<file path="src/hdl/dtms_pkg.sv">
package dtms_pkg;

    localparam int unsigned ACC_W  = 33;
    localparam int unsigned FRAC_W = 10;
    localparam int unsigned CNT_W  = 2;
    localparam int unsigned MS_W   = 32;
    localparam int unsigned PROD_W = 43;

    localparam logic [ACC_W-1:0]  SAT33         = {ACC_W{1'b1}};
    localparam logic [MS_W-1:0]   SAT32         = {MS_W{1'b1}};
    localparam logic [ACC_W-1:0]  PLAIN_MS_MIN  = 33'd10000;
    localparam logic [PROD_W-1:0] MS_PER_SEC    = 43'd1000;
    localparam logic [39:0]       SEC_PER_MIN   = 40'd60;
    localparam logic [CNT_W-1:0]  FRAC_DIGITS   = 2'd3;

    localparam logic [7:0] CH_COLON = 8'h3A;
    localparam logic [7:0] CH_DOT   = 8'h2E;
    localparam logic [7:0] CH_COMMA = 8'h2C;
    localparam logic [7:0] CH_ZERO  = 8'h30;
    localparam logic [7:0] CH_NINE  = 8'h39;

    typedef struct packed {
        logic [ACC_W-1:0]  seconds;
        logic [ACC_W-1:0]  whole;
        logic [FRAC_W-1:0] frac;
        logic [CNT_W-1:0]  count;
        logic              digit;
        logic              separator;
        logic              error;
    } t_snap;

    typedef struct packed {
        logic [ACC_W-1:0]  mant;
        logic [FRAC_W-1:0] addend;
        logic              scale;
        logic              bad;
    } t_scale;

    function automatic logic [ACC_W-1:0] sat_min60(input logic [ACC_W-1:0] secs,
                                                    input logic [ACC_W-1:0] seg);
        logic [39:0] sum;
        sum = {7'd0, secs} * SEC_PER_MIN + {7'd0, seg};
        sat_min60 = (|sum[39:ACC_W]) ? SAT33 : sum[ACC_W-1:0];
    endfunction

endpackage

</file>
<file path="src/hdl/dtms_char_stage.sv">
module dtms_char_stage (
    input  logic            i_clk,
    input  logic            i_rst_n,
    input  logic            i_valid,
    output logic            o_ready,
    input  logic [7:0]      i_char,
    input  logic            i_last,
    input  logic            i_empty,
    input  logic            i_snap_ready,
    output logic            o_snap_valid,
    output dtms_pkg::t_snap o_snap
);
    import dtms_pkg::*;

    logic              r_in_valid;
    logic [7:0]        r_char;
    logic              r_last;
    logic              r_empty;

    logic [ACC_W-1:0]  r_st,    n_st;
    logic [ACC_W-1:0]  r_seg,   n_seg;
    logic [FRAC_W-1:0] r_frac,  n_frac;
    logic [CNT_W-1:0]  r_cnt,   n_cnt;
    logic              r_digit, n_digit;
    logic              r_fin,   n_fin;
    logic              r_sep,   n_sep;
    logic              r_err,   n_err;

    logic [3:0]        w_d;
    logic [36:0]       w_seg10;
    logic [13:0]       w_frac10;
    logic              w_proc;

    assign w_d      = r_char[3:0];
    assign w_seg10  = {4'd0, r_seg} * 37'd10 + {33'd0, w_d};
    assign w_frac10 = {4'd0, r_frac} * 14'd10 + {10'd0, w_d};

    always_comb begin
        n_st    = r_st;
        n_seg   = r_seg;
        n_frac  = r_frac;
        n_cnt   = r_cnt;
        n_digit = r_digit;
        n_fin   = r_fin;
        n_sep   = r_sep;
        n_err   = r_err;
        if (!r_empty && !r_err) begin
            if (r_char == CH_COLON) begin
                n_sep = 1'b1;
                if (!r_digit || r_fin) begin
                    n_err = 1'b1;
                end else begin
                    n_st    = sat_min60(r_st, r_seg);
                    n_seg   = '0;
                    n_frac  = '0;
                    n_cnt   = '0;
                    n_digit = 1'b0;
                    n_fin   = 1'b0;
                end
            end else if (r_char == CH_DOT || r_char == CH_COMMA) begin
                n_sep = 1'b1;
                if (r_fin) begin
                    n_err = 1'b1;
                end else begin
                    n_fin = 1'b1;
                end
            end else if (r_char >= CH_ZERO && r_char <= CH_NINE) begin
                n_digit = 1'b1;
                if (!r_fin) begin
                    n_seg = (|w_seg10[36:ACC_W]) ? SAT33 : w_seg10[ACC_W-1:0];
                end else if (r_cnt < FRAC_DIGITS) begin
                    n_frac = w_frac10[FRAC_W-1:0];
                    n_cnt  = r_cnt + 2'd1;
                end
            end else begin
                n_err = 1'b1;
            end
        end
    end

    assign w_proc       = r_in_valid && (!r_last || i_snap_ready);
    assign o_ready      = !r_in_valid || w_proc;
    assign o_snap_valid = r_in_valid && r_last;

    always_comb begin
        o_snap.seconds   = n_st;
        o_snap.whole     = n_seg;
        o_snap.frac      = n_frac;
        o_snap.count     = n_cnt;
        o_snap.digit     = n_digit;
        o_snap.separator = n_sep;
        o_snap.error     = n_err;
    end

    always_ff @(posedge i_clk) begin
        if (!i_rst_n) begin
            r_in_valid <= 1'b0;
        end else if (o_ready) begin
            r_in_valid <= i_valid;
        end
    end

    always_ff @(posedge i_clk) begin
        if (o_ready && i_valid) begin
            r_char  <= i_char;
            r_last  <= i_last;
            r_empty <= i_empty;
        end
    end

    always_ff @(posedge i_clk) begin
        if (!i_rst_n || (w_proc && r_last)) begin
            r_st    <= '0;
            r_seg   <= '0;
            r_frac  <= '0;
            r_cnt   <= '0;
            r_digit <= 1'b0;
            r_fin   <= 1'b0;
            r_sep   <= 1'b0;
            r_err   <= 1'b0;
        end else if (w_proc) begin
            r_st    <= n_st;
            r_seg   <= n_seg;
            r_frac  <= n_frac;
            r_cnt   <= n_cnt;
            r_digit <= n_digit;
            r_fin   <= n_fin;
            r_sep   <= n_sep;
            r_err   <= n_err;
        end
    end

endmodule

</file>
<file path="src/hdl/dtms_finish_stage.sv">
module dtms_finish_stage (
    input  logic             i_clk,
    input  logic             i_rst_n,
    input  logic             i_valid,
    output logic             o_ready,
    input  dtms_pkg::t_snap  i_snap,
    input  logic             i_c_ready,
    output logic             o_c_valid,
    output dtms_pkg::t_scale o_c
);
    import dtms_pkg::*;

    logic              r_b_valid;
    t_snap             r_b;
    logic [ACC_W-1:0]  w_secs;
    logic [FRAC_W-1:0] w_frac;

    assign o_c_valid = r_b_valid;
    assign o_ready   = !r_b_valid || i_c_ready;
    assign w_secs    = sat_min60(r_b.seconds, r_b.whole);

    // pad the fraction out to three digits
    always_comb begin
        case (r_b.count)
            2'd1:    w_frac = r_b.frac * 10'd100;
            2'd2:    w_frac = r_b.frac * 10'd10;
            2'd3:    w_frac = r_b.frac;
            default: w_frac = '0;
        endcase
    end

    always_comb begin
        o_c.mant   = '0;
        o_c.addend = '0;
        o_c.scale  = 1'b0;
        o_c.bad    = 1'b0;
        if (r_b.error) begin
            o_c.bad = 1'b1;
        end else if (!r_b.separator) begin
            if (r_b.digit) begin
                o_c.mant  = r_b.whole;
                o_c.scale = r_b.whole < PLAIN_MS_MIN;
            end
        end else if (!r_b.digit) begin
            o_c.bad = 1'b1;
        end else begin
            o_c.mant   = w_secs;
            o_c.addend = w_frac;
            o_c.scale  = 1'b1;
        end
    end

    always_ff @(posedge i_clk) begin
        if (!i_rst_n) begin
            r_b_valid <= 1'b0;
        end else if (o_ready) begin
            r_b_valid <= i_valid;
        end
    end

    always_ff @(posedge i_clk) begin
        if (o_ready && i_valid) begin
            r_b <= i_snap;
        end
    end

endmodule

</file>
<file path="src/hdl/dtms_scale_stage.sv">
module dtms_scale_stage (
    input  logic             i_clk,
    input  logic             i_rst_n,
    input  logic             i_valid,
    output logic             o_ready,
    input  dtms_pkg::t_scale i_c,
    output logic             o_valid,
    input  logic             i_ready,
    output logic [31:0]      o_ms,
    output logic             o_bad
);
    import dtms_pkg::*;

    logic              r_c_valid;
    t_scale            r_c;
    logic              r_out_valid;
    logic [MS_W-1:0]   r_out_ms;
    logic              r_out_bad;
    logic              w_out_en;
    logic [PROD_W-1:0] w_prod;
    logic [PROD_W-1:0] w_sum;
    logic [MS_W-1:0]   n_ms;

    assign w_out_en = !r_out_valid || i_ready;
    assign o_ready  = !r_c_valid || w_out_en;

    assign w_prod = r_c.scale ? {10'd0, r_c.mant} * MS_PER_SEC : {10'd0, r_c.mant};
    assign w_sum  = w_prod + {33'd0, r_c.addend};

    always_comb begin
        if (r_c.bad) begin
            n_ms = '0;
        end else if (|w_sum[PROD_W-1:MS_W]) begin
            n_ms = SAT32;
        end else begin
            n_ms = w_sum[MS_W-1:0];
        end
    end

    always_ff @(posedge i_clk) begin
        if (!i_rst_n) begin
            r_c_valid   <= 1'b0;
            r_out_valid <= 1'b0;
        end else begin
            if (o_ready) begin
                r_c_valid <= i_valid;
            end
            if (w_out_en) begin
                r_out_valid <= r_c_valid;
            end
        end
    end

    always_ff @(posedge i_clk) begin
        if (o_ready && i_valid) begin
            r_c <= i_c;
        end
        if (w_out_en && r_c_valid) begin
            r_out_ms  <= n_ms;
            r_out_bad <= r_c.bad;
        end
    end

    assign o_valid = r_out_valid;
    assign o_ms    = r_out_ms;
    assign o_bad   = r_out_bad;

endmodule

</file>
<file path="src/hdl/duration_text_to_milliseconds.sv">
// Duration string parser: characters in, milliseconds out.
// Slave channel carries one character per request: tdata is the ASCII code,
// tlast marks the last request of a string, tuser flags a request without a
// character (an empty string is one request with tuser and tlast high).
// Master channel gives one result per string: tdata is the duration in
// milliseconds, saturated to 2^32-1; tuser flags a malformed string, in
// which case tdata is 0. Requests without tlast give no result.
// Throughput: one request per cycle, no gap between strings, while the master
// side takes results. Results pass four register stages: input and parse
// state, segment combine, millisecond scale, output register.
// Reset clears the parse state and empties all stages; the block can take
// a request in the first cycle after reset.
// When the master side stalls, the stages behind it fill, then tready on the
// slave side drops once a last request waits at the input; nothing is lost.
module duration_text_to_milliseconds (
    input  logic        i_clk,
    input  logic        i_rst_n,
    input  logic        i_s_tvalid,
    output logic        o_s_tready,
    input  logic [7:0]  i_s_tdata,   // [7:0] char_code
    input  logic        i_s_tlast,   // is_last
    input  logic        i_s_tuser,   // [0] is_empty
    output logic        o_m_tvalid,
    input  logic        i_m_tready,
    output logic [31:0] o_m_tdata,   // [31:0] time_ms
    output logic        o_m_tuser    // [0] malformed
);
    import dtms_pkg::*;

    logic   w_snap_valid;
    logic   w_snap_ready;
    t_snap  w_snap;
    logic   w_c_valid;
    logic   w_c_ready;
    t_scale w_c;

    dtms_char_stage u_char (
        .i_clk        (i_clk),
        .i_rst_n      (i_rst_n),
        .i_valid      (i_s_tvalid),
        .o_ready      (o_s_tready),
        .i_char       (i_s_tdata),
        .i_last       (i_s_tlast),
        .i_empty      (i_s_tuser),
        .i_snap_ready (w_snap_ready),
        .o_snap_valid (w_snap_valid),
        .o_snap       (w_snap)
    );

    dtms_finish_stage u_finish (
        .i_clk     (i_clk),
        .i_rst_n   (i_rst_n),
        .i_valid   (w_snap_valid),
        .o_ready   (w_snap_ready),
        .i_snap    (w_snap),
        .i_c_ready (w_c_ready),
        .o_c_valid (w_c_valid),
        .o_c       (w_c)
    );

    dtms_scale_stage u_scale (
        .i_clk   (i_clk),
        .i_rst_n (i_rst_n),
        .i_valid (w_c_valid),
        .o_ready (w_c_ready),
        .i_c     (w_c),
        .o_valid (o_m_tvalid),
        .i_ready (i_m_tready),
        .o_ms    (o_m_tdata),
        .o_bad   (o_m_tuser)
    );

endmodule

</file>
<file path="config.mk">
export PLATFORM = sky130hd
export DESIGN_NAME = duration_text_to_milliseconds
export DESIGN_NICKNAME = d
export VERILOG_FILES = /design/src/hdl/dtms_pkg.sv /design/src/hdl/dtms_char_stage.sv /design/src/hdl/dtms_finish_stage.sv /design/src/hdl/dtms_scale_stage.sv /design/src/hdl/duration_text_to_milliseconds.sv
export SDC_FILE = /design/constraint.sdc
export NUM_CORES = 1
export LEC_CHECK = 0
export BUFFER_PORTS_ARGS = -buffer_cell sky130_fd_sc_hd__buf_4
export CAP_MARGIN = 10
export CORE_MARGIN = 2
export CORE_UTILIZATION = 40
export DETAILED_ROUTE_END_ITERATION = 7
export PLACE_DENSITY = 0.66
export SLEW_MARGIN = 20
export SYNTH_ARGS = -nofsm -noshare
export SYNTH_HDL_FRONTEND = slang
export SYNTH_SLANG_ARGS = --single-unit
export TNS_END_PERCENT = 50
</file>
<file path="constraint.sdc">
create_clock -name i_clk -period 6.7 [get_ports i_clk]
set_clock_uncertainty 0.2 [all_clocks]
set_input_delay 0.67 -clock i_clk [delete_from_list [all_inputs] [get_ports i_clk]]
set_output_delay 0.67 -clock i_clk [all_outputs]
set_load 0.02 [all_outputs]
</file>
Word level (Yosys, flattened, before mapping)

Cells that the tools add are included.

Add/sub/neg operators: 6
Multiply operators: 7
Div/mod/pow operators: 0
$lt $le $gt $ge: 4
Equality and inequality tests: 7
Shifts and indexed selects: 0
Mux-type cells: 53
Bitwise logic cells: 2
Reduce and logical (&&, ||, !) cells: 33

Operator list:

| kind                                                                                | number |
|---|---|
| 33-bit two-way mux                                                                  | 14 |
| 39-bit by 33-bit adder with 40-bit output                                           | 2 |
| 33-bit by 4-bit multiplier with 37-bit output, second input constant                | 2 |
| 10-bit two-way mux                                                                  | 7 |
| 44-bit two-way mux                                                                  | 1 |
| 43-bit by 10-bit adder with 43-bit output                                           | 1 |
| 43-bit two-way mux                                                                  | 1 |
| 33-bit by 7-bit multiplier with 40-bit output, second input constant                | 1 |
| 37-bit by 4-bit adder with 37-bit output                                            | 1 |
| 33-bit by 3-bit multiplier with 36-bit output, second input constant                | 1 |
| 33-bit by 14-bit less-than comparator with 1-bit output, second input constant      | 1 |
| 32-bit two-way mux                                                                  | 1 |
| 10-bit one-hot mux with 3 select lines                                              | 1 |
| 8-bit by 6-bit equality test with 1-bit output, second input constant               | 3 |
| 1-bit two-way mux                                                                   | 21 |
| 10-bit by 3-bit multiplier with 9-bit output, second input constant                 | 2 |
| 2-bit two-way mux                                                                   | 7 |
| 7-bit OR reduction                                                                  | 2 |
| 11-bit OR reduction                                                                 | 1 |
| 10-bit by 4-bit adder with 10-bit output                                            | 1 |
| 10-bit by 5-bit multiplier with 8-bit output, second input constant                 | 1 |
| 1-bit logical AND                                                                   | 9 |
| 1-bit zero test                                                                     | 9 |
| 8-bit by 6-bit greater-or-equal comparator with 1-bit output, second input constant | 1 |
| 12 further kinds                                                                    | 21 |

Register bits after elaboration: 255
Bits in latches: 0
RAM bits: 0
Memory bits (read-only): 0
Output and inout port bits: 35
Word-level logic and storage cells: 140
Memories: 0

Logic depth before layout (Yosys ltp)

Gate-level depths: netlist of run 1.

Word-level depth: 9
Mapped depth: 29
Gate-level depth less buffers: 28

Cells and area by module

From an unflattened synthesis of run 1, not the netlist that was laid out.

Cell total of the unflattened synthesis: 3,744
Area total of the unflattened synthesis: 33,007.9 µm²

Modules (own cells, without submodules):

| module            | instances | cells each | area each (µm²) |
|---|---|---|---|
| dtms_char_stage   | 1         | 1,682      | 13,161.4 |
| dtms_scale_stage  | 1         | 1,090      | 10,497.6 |
| dtms_finish_stage | 1         | 972        | 9,349.0 |

Worst setup path before layout of run 1

Ideal clock, no wire load.

Path type: reg-to-reg
Start: reg u_char.r_st[3]
End: reg u_finish.r_b[68] in the netlist's numbering, data pin
Library setup time: 0.256 ns
Data arrival time: 6.436 ns
Required time: 6.244 ns
Setup slack: -0.192 ns
Cell stages (with the launch flop): 29
Path buffers: 1
Cells stage by stage: dfxtp_1 -> inv_1 -> fa_1 -> fa_1 -> inv_1 -> ha_1 -> a21oi_1 -> o21ai_0 -> nand3_1 -> nand2_1 -> a21oi_1 -> nor2b_1 -> o21ai_0 -> nand2b_1 -> a21oi_1 -> xnor2_1 -> ha_1 -> and3_1 -> and3_1 -> a2111oi_0 -> a21oi_1 -> o2111ai_1 -> a31o_2 -> nor2_1 -> or3_1 -> a211oi_1 -> nand2_1 -> clkbuf_1 -> o22a_1

Word-level cells in the longest chain between the ends: 7

Ends and longest elaborated chain:

| what                                              | RTL line                | text |
|---|---|---|
| start, declared                                   | dtms_char_stage.sv:20   | `logic [ACC_W-1:0] r_st, n_st;` |
| start signal, assigned                            | dtms_char_stage.sv:122  | `r_st <= n_st;` |
| 33-bit by 4-bit multiplier with 37-bit output (*) | dtms_pkg.sv:42          | `sum = {7'd0, secs} * SEC_PER_MIN + {7'd0, seg};` |
| 39-bit by 33-bit adder with 40-bit output (*)     | dtms_pkg.sv:42          |  |
| 7-bit OR reduction                                | dtms_pkg.sv:43          | `sat_min60 = (\|sum[39:ACC_W]) ? SAT33 : sum[ACC_W-1:0];` |
| 33-bit two-way mux (*)                            | dtms_pkg.sv:43          |  |
| 33-bit two-way mux (*)                            | dtms_char_stage.sv:50   | `if (!r_digit \|\| r_fin) begin` |
| 33-bit two-way mux (*)                            | dtms_char_stage.sv:48   | `if (r_char == CH_COLON) begin` |
| 33-bit two-way mux (*)                            | dtms_char_stage.sv:47   | `if (!r_empty && !r_err) begin` |
| net u_char.n_st[20]                               | dtms_char_stage.sv:20   |  |
| end signal, assigned                              | dtms_finish_stage.sv:63 | `r_b <= i_snap;` |
| end, declared                                     | dtms_finish_stage.sv:14 | `t_snap r_b;` |

Mark *: on every way through the listed nets, which the timed path passes. The rest lies on a longest branch.
A chain may end at the register's enable or synchronous reset.

Worst setup path after layout of run 1

Start: reg u_scale.r_c[14] in the netlist's numbering
End: reg u_scale.r_out_ms[10] (netlist: u_scale.o_ms[10]), data pin

Word-level cells in the longest chain between the ends: 5

Ends and longest elaborated chain:

| what                                          | RTL line               | text |
|---|---|---|
| start, declared                               | dtms_scale_stage.sv:15 | `t_scale r_c;` |
| start signal, assigned                        | dtms_scale_stage.sv:56 | `r_c <= i_c;` |
| 33-bit by 7-bit multiplier with 40-bit output | dtms_scale_stage.sv:27 | `assign w_prod = r_c.scale ? {10'd0, r_c.mant} * MS_PER_SEC : {10'd0, r_c.mant};` |
| 43-bit two-way mux (*)                        | dtms_scale_stage.sv:27 |  |
| 43-bit by 10-bit adder with 43-bit output (*) | dtms_scale_stage.sv:28 | `assign w_sum = w_prod + {33'd0, r_c.addend};` |
| 11-bit OR reduction                           | dtms_scale_stage.sv:33 | `end else if (\|w_sum[PROD_W-1:MS_W]) begin` |
| 32-bit two-way mux (*)                        | dtms_scale_stage.sv:33 |  |
| end signal, assigned                          | dtms_scale_stage.sv:59 | `r_out_ms <= n_ms;` |
| end, declared                                 | dtms_scale_stage.sv:17 | `logic [MS_W-1:0] r_out_ms;` |

Every way passes the cells marked *; elsewhere a longest branch is shown, timed or not.

==> results of run 1 <==
power by group:
group | internal, uW | switching, uW | total (uW)
clock network | 942 | 689 | 1630
registers | 1700 | 34.9 | 1740
logic | 1700 | 1910 | 3600
total | 4340 | 2630 | 6970
logic make-up (layout without fill, tap and decap cells):
| family | count (synthesis) | count (layout) | share of synthesized area (%) |
|---|---|---|---|
| compound gates | 1088 | 1088 | 22.7 |
| simple gates | 889 | 889 | 14.0 |
| mux | 24 | 24 | 0.780 |
| other cells | 0 | 2 | 0 |
| fa+ha+maj | 597 | 597 | 29.3 |
| buf+inv | 464 | 817 | 5.54 |
| flops | 255 | 255 | 21.2 |
| xor+xnor | 238 | 238 | 6.49 |
metrics by stage:
step           TNS, ns  utilization, %
2_1_floorplan   -0.158               -
4_1_cts          -3.56            47.1
5_1_grt         -19.91            47.9
3_3_place_gp     -6.83            45.3
3_5_place_dp    -13.19            45.3
6_report        -0.647            48.0
state kept, by name (all words and copies together) (netlist names):
register and count:
u_char.r_char 8, u_char.r_in_valid 1, u_scale.r_c 45, u_scale.o_ms 32, u_char.r_fin 1, u_scale.r_c_valid 1, u_char.r_digit 1, u_finish.r_b 81
u_char.r_sep 1, u_scale.o_valid 1, u_char.r_empty 1, u_char.r_seg 33, u_char.r_cnt 2, u_char.r_err 1, u_scale.o_bad 1, u_char.r_frac 10
u_char.r_st 33, u_finish.o_c_valid 1, u_char.r_last 1
routing by layer:
layer	vias to the layer above	global-route usage [%]	wire (um)
met2	525	35.1	39700
met4	2	4.74	2220
li1	13500	-	-
met3	113	1.98	3000
met1	13100	26.5	37900
met5	-	0	18
layout make-up:
class	instances	share of cell area (%)
Timing Repair Buffer	413	8.67
Inverter	350	3.47
Clock buffer	36	2.03
Clock inverter	18	0.537
Antenna cell	2	0.0132
Multi-Input combinational cell	2836	63.9
Tap cell	1050	3.46
Sequential cell	255	17.9
cells in the final DEF (no fill, tap or decap), drive strengths merged, types with 41 or more instances in the layout:
master and instances:
o211ai 41, ha 339, a21oi 329, inv 353, dfxtp 86, o21ai 185, a21o 133, edfxtp 169
xor2 86, and3 50, fa 258, a31oi 55, nor2 197, nand2 256, nand3 64, buf 411
xnor2 152, nand4 52, nor3 47
repair_timing:
action	CTS	global route
gates resized for setup	70	136
hold buffers	0	0
setup buffers	18	16
gates cloned	4	3
pin swaps	38	83
endpoints found under the setup margin	123	131
critical path: stages (launching register included):
cell and delay, ns:
edfxtp_1 0.45, inv_2 0.12, fa_1 0.43, fa_1 0.51, fa_1 0.43, fa_1 0.53, inv_2 0.05, ha_4 0.24
a21o_1 0.19, a221o_1 0.38, a21o_1 0.23, buf_6 0.15, o211ai_1 0.32, buf_4 0.18, nand4b_1 0.07, or3b_4 0.27
nand3_4 0.08, or4_4 0.60, nor4_4 0.25, a31oi_2 0.15, a211oi_4 0.23, buf_6 0.19, buf_12 0.15, a21oi_1 0.07
final timing paths:
check	start	end	slack (ns)
setup / recovery	u_scale.r_c[14]	u_scale.o_ms[10]	-0.06
hold / removal	i_s_tuser	u_char.r_empty	0.04
setup reg to reg	u_scale.r_c[14]	u_scale.o_ms[10]	-0.06
hold reg to reg	u_char.r_frac[7]	u_char.r_frac[7]	0.29
==> metrics.yaml, run 1 <==
pre_cts_slack_ns: -0.259
hp-class: "in -> reg"
p_leak_uw: 0.0172
io_buffers: 48
drcViolationCount: 0
grt_pass1_vias: 27200
fp.dieW_um: 287
fin_cells: 4960
viasPerCell: 5.50
hold_ws_ns: 0.0384
post_drt_wl_per_cell_um: 16.7
cts_buffers: 30
insertion_delay_ns: 0.61
worstMarginPinSlew_ns: 1.01
finalSetupViolations: 16
cap_violations: 0
clock-sinks: 255
routed_wl_um: 82900
ys_top_cells_by_area: "fa_1 (16%), edfxtp_1 (16%), ha_1 (13%), dfxtp_1 (5.4%), a21oi_1 (5.1%)"
drive_above_1_share_pct: 17.8
start_kind: "flop"
clkTransAtPathRegs_ns: 0.06
yosysMostFrequentCell: "inv_1"
syn_avg_cell_area_um2: 9.03
synth_ff_type: "edfxtp_1"
grt.total_usage_pct: 20.0
ys_top_cells_by_count: "inv_1 (350), ha_1 (339), a21oi_1 (327)"
arrival_ns: 6.87
synth_cell_type_count: 94
synth-seq-area-share_pct: 21.2
dp.cells: 4864
clk_path_buf_depth: 3
worst_slack_ns: -0.0605
final_area_um2: 38000
initial_utilization_pct: 40.5
slew_viol_final: 0
gp_congestion: 0.917
htree_num_levels: 1
peakVddDrop_v: 0.000218
grt_antenna_before_repair: 4
synthesis.area_um2: 32100
fmax_mhz: 148
gr-total-overflow: 0
failed_checks: "negative setup slack"
drtPass1Iterations: 5
seqCellArea_um2: 6820
cts-root-buf: "clkbuf_16"
synth_area_leader_cell: "fa_1"
status: "complete, but fails checks"
reg2regPathDepth: 23
total_power_uw: 6970
first_iter_violations: 1616
crit_type: "reg -> reg"
cts_tree: "yes"
fin_nets: 4497
synth_cells: 3555
yosysWarnings: 0
die_height_um: 287
grt_pass1_wl_um: 137000
synthArstFlopShare_pct: 0
ant_nets: 0
cp.required_ns: 6.81
multi_input_area_um2: 24300
grt_max_degree: 77
ios: 49
post-route-period-util_pct: 101
fill_cells: 7463
netlist.area_leader.share_pct: 16.1
hold_viol: 0
endpoint_kind: "flop"
syn_nets: 4166
dieArea_um2: 82500
num_rows: 103
synth-edff-count: 169
dp_hpwl_um: 66700
critical_path_peak_fanout: 8
min_path_cells: 1
ys_seq_elements: 255
syn2layout_area_growth_pct: 18.4
coreArea_um2: 79300
max_slew_margin_pct: 32.2
powerDensity_nw_per_um2: 183
vias: 27300
fin_crit_ns: 6.76
rsz0062_at_grt: "true"
place_area_um2: 35900
No activity file was read; power rests on OpenSTA's default activity.
==> run 2, diff against run 1 <==
--- a/config.mk
+++ b/config.mk
@@ -10,6 +10,7 @@
 export CORE_MARGIN = 2
 export CORE_UTILIZATION = 40
 export DETAILED_ROUTE_END_ITERATION = 7
+export HOLD_SLACK_MARGIN = 0.15
 export PLACE_DENSITY = 0.66
 export SLEW_MARGIN = 20
 export SYNTH_ARGS = -nofsm -noshare
==> run 2 against run 1 <==
Net effect: the run still ends with negative setup slack left; combinational power about the same; core utilization up 0.15 points; wire length up 0.19%; count of clock-buffer cells in the layout unchanged; critical endpoint unchanged; highest routed layer unchanged.
==> metrics.yaml, run 2 (same netlist as run 1, synthesis figures left out) <==
fin_cells: 4972
num_rows: 103
layout_commonest_cell: "buf_4"
drtPass1Iterations: 7
final_cell_mix: "buf_4 (393), ha_1 (332), inv_1 (321)"
setup_tns_ns: -0.592
drive_above_1_share_pct: 17.8
worst_slack_ns: -0.0560
p_sw_share_pct: 37.7
crit_type: "reg -> reg"
crit_family: "adder cells"
cp.required_ns: 6.81
gr-total-overflow: 0
top_register: "u_finish.r_b"
vias: 27400
reg2regPathDepth: 23
ios: 49
hold_viol: 0
clk_path_buf_depth: 3
grt.total_usage_pct: 20.0
dp.cells: 4864
largest_reg_flops: 81
fin_nets: 4509
power_switching_uw: 2630
grt_max_degree: 77
powerDensity_nw_per_um2: 183
dieArea_um2: 82500
io_buffers: 48
fill_cells: 7450
die_height_um: 287
path_common_cell: "fa_1"
clkTransAtPathRegs_ns: 0.06
cts_tree: "yes"
arrival_ns: 6.86
min_to: "u_char.r_frac[7]"
failed_checks: "negative setup slack"
routed_wl_um: 83000
fp.dieW_um: 287
crit_chain: "inv_2 > fa_1 > fa_1 > fa_1 > fa_1 > inv_2 > ha_4 > a21o_1 > a221o_1 > a21o_1 > buf_6 > o211ai_1 > buf_4 > nand4b_1 > or3b_4 > nand3_4 > or4_4 > nor4_4 > a31oi_2 > a211oi_4 > buf_6 > buf_12 > a21oi_1"
post-route-period-util_pct: 101
p_seq_share_pct: 24.9
htree_num_levels: 1
critPathSlowestCell: "or4_4"
fmax_mhz: 148
reg.largest.list: "u_finish.r_b x81, u_scale.r_c x45"
cts-root-buf: "clkbuf_16"
slew_viol_final: 0
drcViolationCount: 0
r2r_end: "u_scale.o_ms[10]"
r2r-start: "u_scale.r_c[14]"
ant_nets: 0
status: "complete, but fails checks"
finalSetupViolations: 16
p_leak_uw: 0.0173
post_drt_wl_per_cell_um: 16.7
grt_pass1_wl_um: 137000
worstMarginPinSlew_ns: 1.04
grt_pass1_vias: 27200
gp_congestion: 0.917
pwr-share-comb_pct: 51.7
first_iter_violations: 1633
peakVddDrop_v: 0.000217
grt_antenna_before_repair: 4
critical_path_peak_fanout: 8
worst-path-buf-inv: 6
syn2layout_area_growth_pct: 18.8
cts_buffers: 30
dp_hpwl_um: 66700
insertion_delay_ns: 0.61
coreArea_um2: 79300
fin_crit_ns: 6.76
hp-start: "u_char.r_frac[7]"
clock-sinks: 255
start_kind: "flop"
cpPeakStageDelay_ns: 0.60
viasPerCell: 5.51
endpoint_kind: "flop"
hp-class: "reg -> reg"
min_path_cells: 2
max_slew_margin_pct: 30.4
cap_violations: 0
initial_utilization_pct: 40.5
clkPwrFrac_pct: 23.3
crit_start: "u_scale.r_c[14]"
rsz0062_at_grt: "true"
intPower_uw: 4350
regToRegSetupSlack_ns: -0.06
-- run 2: cell count changes in the layout (fill, tap and decap cells not counted) --
| cell | change |
|---|---|
| dlygate4sd3_1 | +12 |
-- run 2: final cells by class --
| class | count | area (um2) | share of cell area [%] |
|---|---|---|---|
| repair buffers | 425 | 3420 | 8.96 |
| flip-flops and latches | 255 | 6820 | 17.9 |
| well taps | 1050 | 1310 | 3.45 |
| clock buffers | 36 | 773 | 2.03 |
| multi-input cells | 2836 | 24300 | 63.7 |
| diodes | 2 | 5.00 | 0.0131 |
| clock inverters | 18 | 204 | 0.535 |
| inverters | 350 | 1320 | 3.46 |
-- run 2: how the worst max path moves through the flow --
stage                                  end  slack (ns)  cells after the start
final                     u_scale.o_ms[10]       -0.06                     23
after floorplan           u_scale.o_ms[30]      -0.009                     20
after CTS                  u_scale.r_c[42]       -0.12                     30
after global routing       u_scale.r_c[42]       -0.37                     29
after detailed placement   u_scale.o_ms[2]       -0.26                     20
after global placement     u_scale.o_ms[0]       -0.14                     20
-- run 2: what timing repair did --
item | CTS | global route
gates cloned | 4 | 3
hold buffers | 12 | 0
gates resized for setup | 70 | 136
setup endpoints to repair | 123 | 131
pin swaps | 38 | 83
buffers inserted | 18 | 16
hold endpoints to repair | 14 | 0
-- run 2: worst register-to-register path, delay by kind of cell (launching register included) --
kind | cells | cell delay, ns
AO/OA/AOI/OAI | 7 | 1.58
adder cells (fa/ha/maj) | 5 | 2.14
AND/OR/NAND/NOR | 5 | 1.27
flip-flops | 1 | 0.45
buffers and inverters | 6 | 0.84
-- run 2: per-stage QoR --
step	power, uW	hold WS (ns)	setup WS, ns	cell area, um2	util (%)
finish	6970	0.291	-0.0560	38100	48.1
global route	7490	0.313	-0.369	38100	48.1
CTS	6910	0.287	-0.124	37500	47.3
detailed placement	5120	0.275	-0.259	35900	45.3
global placement	5090	0.252	-0.138	35900	45.3
floorplan	4090	0.237	-0.00914	32100	-
-- run 2: power by group through the flow --
stage | Clock (uW) | Sequential [uW] | Combinational, uW
2_1_floorplan | 0 | 1770 | 2320
5_1_grt | 1700 | 1740 | 4040
4_1_cts | 1650 | 1740 | 3520
3_5_place_dp | 0 | 1770 | 3350
3_3_place_gp | 0 | 1770 | 3320
6_report | 1630 | 1740 | 3610
-- run 2: per-layer routing --
metal	part of all wire, %	vias to the layer above	routed length (um)	track usage [%]
met2	48	504	39800	35.2
met4	2.7	2	2210	4.74
met3	3.6	112	3010	1.98
met1	46	13200	38000	26.5
li1	-	13600	-	-
met5	0.022	-	18	0
